**src/sv/mandelbrot_escape_count_defines.svh**
```systemverilog
// Assertion macros shared by the escape counter modules.
// Depends on nothing; included by the files that carry assertions.
`ifndef MANDELBROT_ESCAPE_COUNT_DEFINES_SVH
`define MANDELBROT_ESCAPE_COUNT_DEFINES_SVH

// Checks that the consequent holds in the same cycle as the antecedent.
`define MEC_ASSERT_IMPL(label, clk, rst_n, ante, cons, msg) \
  label: assert property (@(posedge clk) disable iff (!rst_n) (ante) |-> (cons)) \
    else $error(msg);

// Checks that the consequent holds in the cycle after the antecedent.
`define MEC_ASSERT_NEXT(label, clk, rst_n, ante, cons, msg) \
  label: assert property (@(posedge clk) disable iff (!rst_n) (ante) |=> (cons)) \
    else $error(msg);

`endif

```
**src/sv/mec_pkg.sv**
```systemverilog
// Shared types, constants and saturation helper for the escape counter.
// Depends on nothing; used by the cell, the coordinate unit and the top level.
package mec_pkg;

  localparam int WordW    = 32;
  localparam int ProdW    = 64;
  localparam int CountW   = 16;
  localparam int FracBits = 28;
  localparam int NumCells = 4;

  localparam int LimitBit   = 2 * FracBits + 2;
  localparam bit HasLimit   = (LimitBit < ProdW);
  localparam int LimitShift = HasLimit ? LimitBit : ProdW - 1;

  typedef struct packed {
    logic                    valid;
    logic                    done;
    logic [CountW-1:0]       count;
    logic signed [WordW-1:0] zr;
    logic signed [WordW-1:0] zi;
    logic signed [WordW-1:0] cr;
    logic signed [WordW-1:0] ci;
  } mec_ctx_t;

  function automatic logic signed [WordW-1:0] sat32(input logic signed [ProdW-1:0] v);
    logic signed [WordW-1:0] r;
    if (v[ProdW-1:WordW-1] == {(ProdW-WordW+1){v[ProdW-1]}}) begin
      r = $signed(v[WordW-1:0]);
    end else if (v[ProdW-1]) begin
      r = $signed({1'b1, {(WordW-1){1'b0}}});
    end else begin
      r = $signed({1'b0, {(WordW-1){1'b1}}});
    end
    return r;
  endfunction

endpackage

```
**src/sv/mec_coord.sv**
```systemverilog
// Forms the point c from the pixel offsets, the tile origin and the steps.
// Depends on mec_pkg for the word widths and the saturation helper.
module mec_coord #(
  parameter int COORD_BITS = 12
) (
  input  logic                     clk_i,
  input  logic                     rst_ni,
  input  logic                     start_i,
  input  logic [COORD_BITS-1:0]    col_i,
  input  logic [COORD_BITS-1:0]    row_i,
  input  logic signed [31:0]       origin_re_i,
  input  logic signed [31:0]       origin_im_i,
  input  logic signed [31:0]       step_re_i,
  input  logic signed [31:0]       step_im_i,
  output logic                     valid_o,
  output logic signed [31:0]       c_re_o,
  output logic signed [31:0]       c_im_o
);
  import mec_pkg::*;

  localparam int MulW = COORD_BITS + WordW + 1;

  logic                   valid1_q;
  logic                   valid2_q;
  logic signed [MulW-1:0] prod_re_d, prod_re_q;
  logic signed [MulW-1:0] prod_im_d, prod_im_q;
  logic signed [ProdW-1:0] sum_re;
  logic signed [ProdW-1:0] sum_im;
  logic signed [WordW-1:0] c_re_q, c_im_q;

  assign prod_re_d = MulW'($signed({1'b0, col_i})) * MulW'(step_re_i);
  assign prod_im_d = MulW'($signed({1'b0, row_i})) * MulW'(step_im_i);

  always_ff @(posedge clk_i or negedge rst_ni) begin
    if (!rst_ni) begin
      valid1_q <= 1'b0;
      valid2_q <= 1'b0;
    end else begin
      valid1_q <= start_i;
      valid2_q <= valid1_q;
    end
  end

  always_ff @(posedge clk_i) begin
    prod_re_q <= prod_re_d;
    prod_im_q <= prod_im_d;
  end

  assign sum_re = ProdW'(prod_re_q) + ProdW'(origin_re_i);
  assign sum_im = ProdW'(prod_im_q) + ProdW'(origin_im_i);

  always_ff @(posedge clk_i) begin
    c_re_q <= sat32(sum_re);
    c_im_q <= sat32(sum_im);
  end

  assign valid_o = valid2_q;
  assign c_re_o  = c_re_q;
  assign c_im_o  = c_im_q;

endmodule

```
**config.mk**
```make
export PLATFORM = sky130hd
export DESIGN_NAME = mec_coord
export DESIGN_NICKNAME = d
export VERILOG_FILES = /design/src/sv/mandelbrot_escape_count_defines.svh /design/src/sv/mec_pkg.sv /design/src/sv/mec_coord.sv
export SDC_FILE = /design/constraint.sdc
export NUM_CORES = 2
export LEC_CHECK = 0
export ABC_AREA = 1
export BUFFER_PORTS_ARGS = -buffer_cell sky130_fd_sc_hd__buf_2
export CAP_MARGIN = 0
export CORE_UTILIZATION = 45
export CTS_BUF_LIST = sky130_fd_sc_hd__clkbuf_8
export DETAILED_ROUTE_END_ITERATION = 10
export PLACE_DENSITY_LB_ADDON = 0.1
export SLEW_MARGIN = 10
export SYNTH_ARGS = -nofsm -noshare
export SYNTH_HDL_FRONTEND = slang
export SYNTH_SLANG_ARGS = --single-unit
```
**constraint.sdc**
```tcl
create_clock -name clk_i -period 3.41 [get_ports clk_i]
set_clock_uncertainty 0.15 [all_clocks]
set_input_delay 0.1705 -clock clk_i [delete_from_list [all_inputs] [get_ports clk_i]]
set_output_delay 0.1705 -clock clk_i [all_outputs]
set_load 0.02 [all_outputs]
```
==> impl_metrics.env <==
export IMPL_drt_pass1_iter_count=5
export IMPL_cts_max_level=4
export IMPL_met1_usage_pct=41.8
export IMPL_hold_path_class="primary input to flip-flop"
export IMPL_cts_buffers=17
export IMPL_via_count=35300
export IMPL_drive_above_1_share_pct=27.0
export IMPL_numPortBuffers=219
export IMPL_ios=220
export IMPL_grt_max_degree=32
export IMPL_syn_area_sq_um=38800
export IMPL_tns_ns=-71.47
export IMPL_clkLatencyLatePin_ns=0.52
export IMPL_antenna_found_initial=3
export IMPL_mostFrequentLayoutCell="nand2_1"
export IMPL_drv_slew=0
export IMPL_worst_pin_slew_ns=0.584
export IMPL_grt_util_met3_pct=3.13
export IMPL_violations="negative setup slack"
export IMPL_initial_core_util_pct=45.4
export IMPL_synth_edf_count=0
export IMPL_worstSetupStartpointType="primary input"
export IMPL_syn_instance_count=5457
export IMPL_end_kind="flip-flop"
export IMPL_track_usage_pct=28.0
export IMPL_gr_usage_met2_pct=43.5
export IMPL_top_usage_layer="met2"
export IMPL_seq_area_frac_synth_pct=8.08
export IMPL_drt_initial_drc_count=1951
export IMPL_dp_hpwl_mm=97.7
export IMPL_grt_pass1_wl_mm=191
export IMPL_cp_common_cell="fa_1"
export IMPL_crit_slowest_cell="fa_1"
export IMPL_finish_utilization_pct=60.7
export IMPL_vias_per_cell=4.77
export IMPL_cts_tree="built"
export IMPL_ys_ff_latch=156
export IMPL_reg2reg_from="prod_re_q[0]"
export IMPL_first_global_vias=35800
export IMPL_gp_congestion=0.944
export IMPL_status="finished, violations left"
export IMPL_fmax_mhz=213
export IMPL_drt_total_wl_mm=120
export IMPL_die_h_um=295
export IMPL_cts_sinks=156
export IMPL_cp_required_ns=3.65
export IMPL_most_common_layout_cells="nand2_1, inv_1, fa_1"
export IMPL_worstPathMaxFanout=5
export IMPL_num_nets_final=7368
export IMPL_synthArstFlopShare_pct=1.28
export IMPL_slowest_delay_ns=0.52
export IMPL_synthesis_nets=6578
export IMPL_drc_errors=0
export IMPL_cap_viol_max_count=0
export IMPL_critPathLaunch="col_i[1]"
export IMPL_period_minus_slack_ns=4.68
export IMPL_drtAntennaViolNets=0
export IMPL_critPathArrivalTime_ns=4.93
export IMPL_setup_violations=77
export IMPL_hold_viol_final=0
export IMPL_ys_types=50
export IMPL_setup_ws_ns=-1.27
export IMPL_root_buffer="clkbuf_8"
export IMPL_avgSynthCellArea_sq_um=7.10
export IMPL_whs_ns=0.0375
export IMPL_relSlewSlack_pct=61.1
export IMPL_core_area_sq_um=85300
export IMPL_finalCritPeriodShare_pct=137
export IMPL_rows=107
export IMPL_synthToLayoutAreaGrowth_pct=33.6
export IMPL_die_w_um=295
export IMPL_clock_path_buffers=2
export IMPL_ys_flop_type="dfxtp_1"
export IMPL_rsz0062_at_grt="yes"
export IMPL_path_class="primary input to flip-flop"
export IMPL_wl_per_cell_um=16.2
export IMPL_clkTransAtPathRegs_ns=0.09
export IMPL_yosysWarnings=0
export IMPL_gr_total_overflow=0
export IMPL_hold_start="origin_re_i[1]"
export IMPL_dieArea_sq_um=87300
-- logic make-up after synthesis --
kind of cell    count (synthesis)  synth area share (%)
buf+inv                      1698                  16.7
fa+ha+maj                     966                  44.3
compound gates                354                  5.18
flops                         156                  8.08
xor+xnor                      150                  3.41
simple gates                 2133                  22.3
-- synthesized netlist by cell type (3+ instances only) --
master | n | share of area [%]
a21oi_1 | 182 | 2.4
buf_4 | 11 | 0.21
a21o_1 | 9 | 0.17
nand3b_1 | 10 | 0.19
a31oi_1 | 27 | 0.44
inv_1 | 1527 | 15
nand4_1 | 29 | 0.47
nand3_2 | 6 | 0.15
and2_1 | 7 | 0.11
ha_1 | 288 | 9.3
xor2_1 | 100 | 2.3
inv_2 | 13 | 0.13
clkbuf_1 | 136 | 1.3
nor3_1 | 23 | 0.30
nand3_1 | 159 | 2.1
nor2_1 | 253 | 2.5
buf_12 | 3 | 0.15
o21a_1 | 12 | 0.23
clkinv_1 | 4 | 0.039
o21ai_0 | 69 | 0.89
nor4_1 | 9 | 0.15
nand2_2 | 38 | 0.61
o221ai_1 | 6 | 0.14
fa_1 | 678 | 35
o21ai_1 | 4 | 0.052
o211ai_1 | 9 | 0.17
nand2_1 | 1573 | 15
o21bai_1 | 20 | 0.39
buf_6 | 3 | 0.087
xnor2_1 | 49 | 1.1
nor2_2 | 13 | 0.21
dfxtp_1 | 154 | 8.0
o2111ai_1 | 4 | 0.090
nor2_4 | 4 | 0.12
nand2_4 | 3 | 0.087
a21boi_0 | 4 | 0.077
-- worst paths after layout --
| path | cells past startpoint | end | slack (ns) |
|---|---|---|---|
| setup / recovery | 27 | prod_re_q[38] | -1.27 |
| hold / removal | 6 | c_re_o[1] | 0.04 |
| setup reg to reg | 21 | c_re_o[21] | 0.23 |
| hold reg to reg | 0 | valid_o | 0.21 |
| max in group asynchronous | 3 | valid1_q | 2.62 |
| min in group asynchronous | 3 | valid_o | 0.37 |
-- timing repair --
action / 4_1_cts / 5_1_grt
setup endpoints to repair: 78 / 139
pin swaps: 273 / 278
setup buffers: 88 / 57
resized for setup: 496 / 305
hold buffers: 6 / 0
hold endpoints to repair: 6 / 0
gates cloned: 17 / 5
-- per-layer routing --
| layer | part of all wire [%] | routed length, um |
|---|---|---|
| met4 | 2.1 | 2580 |
| met1 | 49 | 58500 |
| met2 | 44 | 52900 |
| met3 | 5.0 | 5980 |
| met5 | 0 | 0 |
-- through the flow --
stage | cell area, sq um | setup WS, ns | std cells
after floorplan | 41200 | -1.32 | 5457
after global placement | 46900 | -1.94 | 7230
after detailed placement | 46900 | -1.98 | 7230
final | 51800 | -1.27 | 7409
after CTS | 50200 | -1.10 | 7355
after global routing | 51800 | -1.41 | 7407
-- sequential cells by signal, indices dropped and copies added, names as in the netlist --
| signal | flops |
|---|---|
| prod_re_q | 45 |
| valid_o | 1 |
| c_re_o | 32 |
| valid1_q | 1 |
| prod_im_q | 45 |
| c_im_o | 32 |
-- area by class of cell --
class | count | area, sq um
Antenna cell | 5 | 12.5
Clock inverter | 12 | 111
Fill cell | 7879 | 33500
Clock buffer | 20 | 275
Sequential cell | 156 | 3130
Tap cell | 1144 | 1430
Multi-Input combinational cell | 3603 | 32700
Inverter | 1544 | 5810
Timing Repair Buffer | 925 | 8320
-- critical path, delay by kind of cell --
family / cells / cell delay [ns]
XOR/XNOR: 1 / 0.20
AO/OA/AOI/OAI: 4 / 0.49
AND/OR/NAND/NOR: 5 / 0.35
buffers and inverters: 11 / 1.05
adder cells (fa/ha/maj): 6 / 2.67
Power is left out: the tool's default activity adds up to more than one toggle a clock period on the data nets, which glitch-free logic cannot reach.
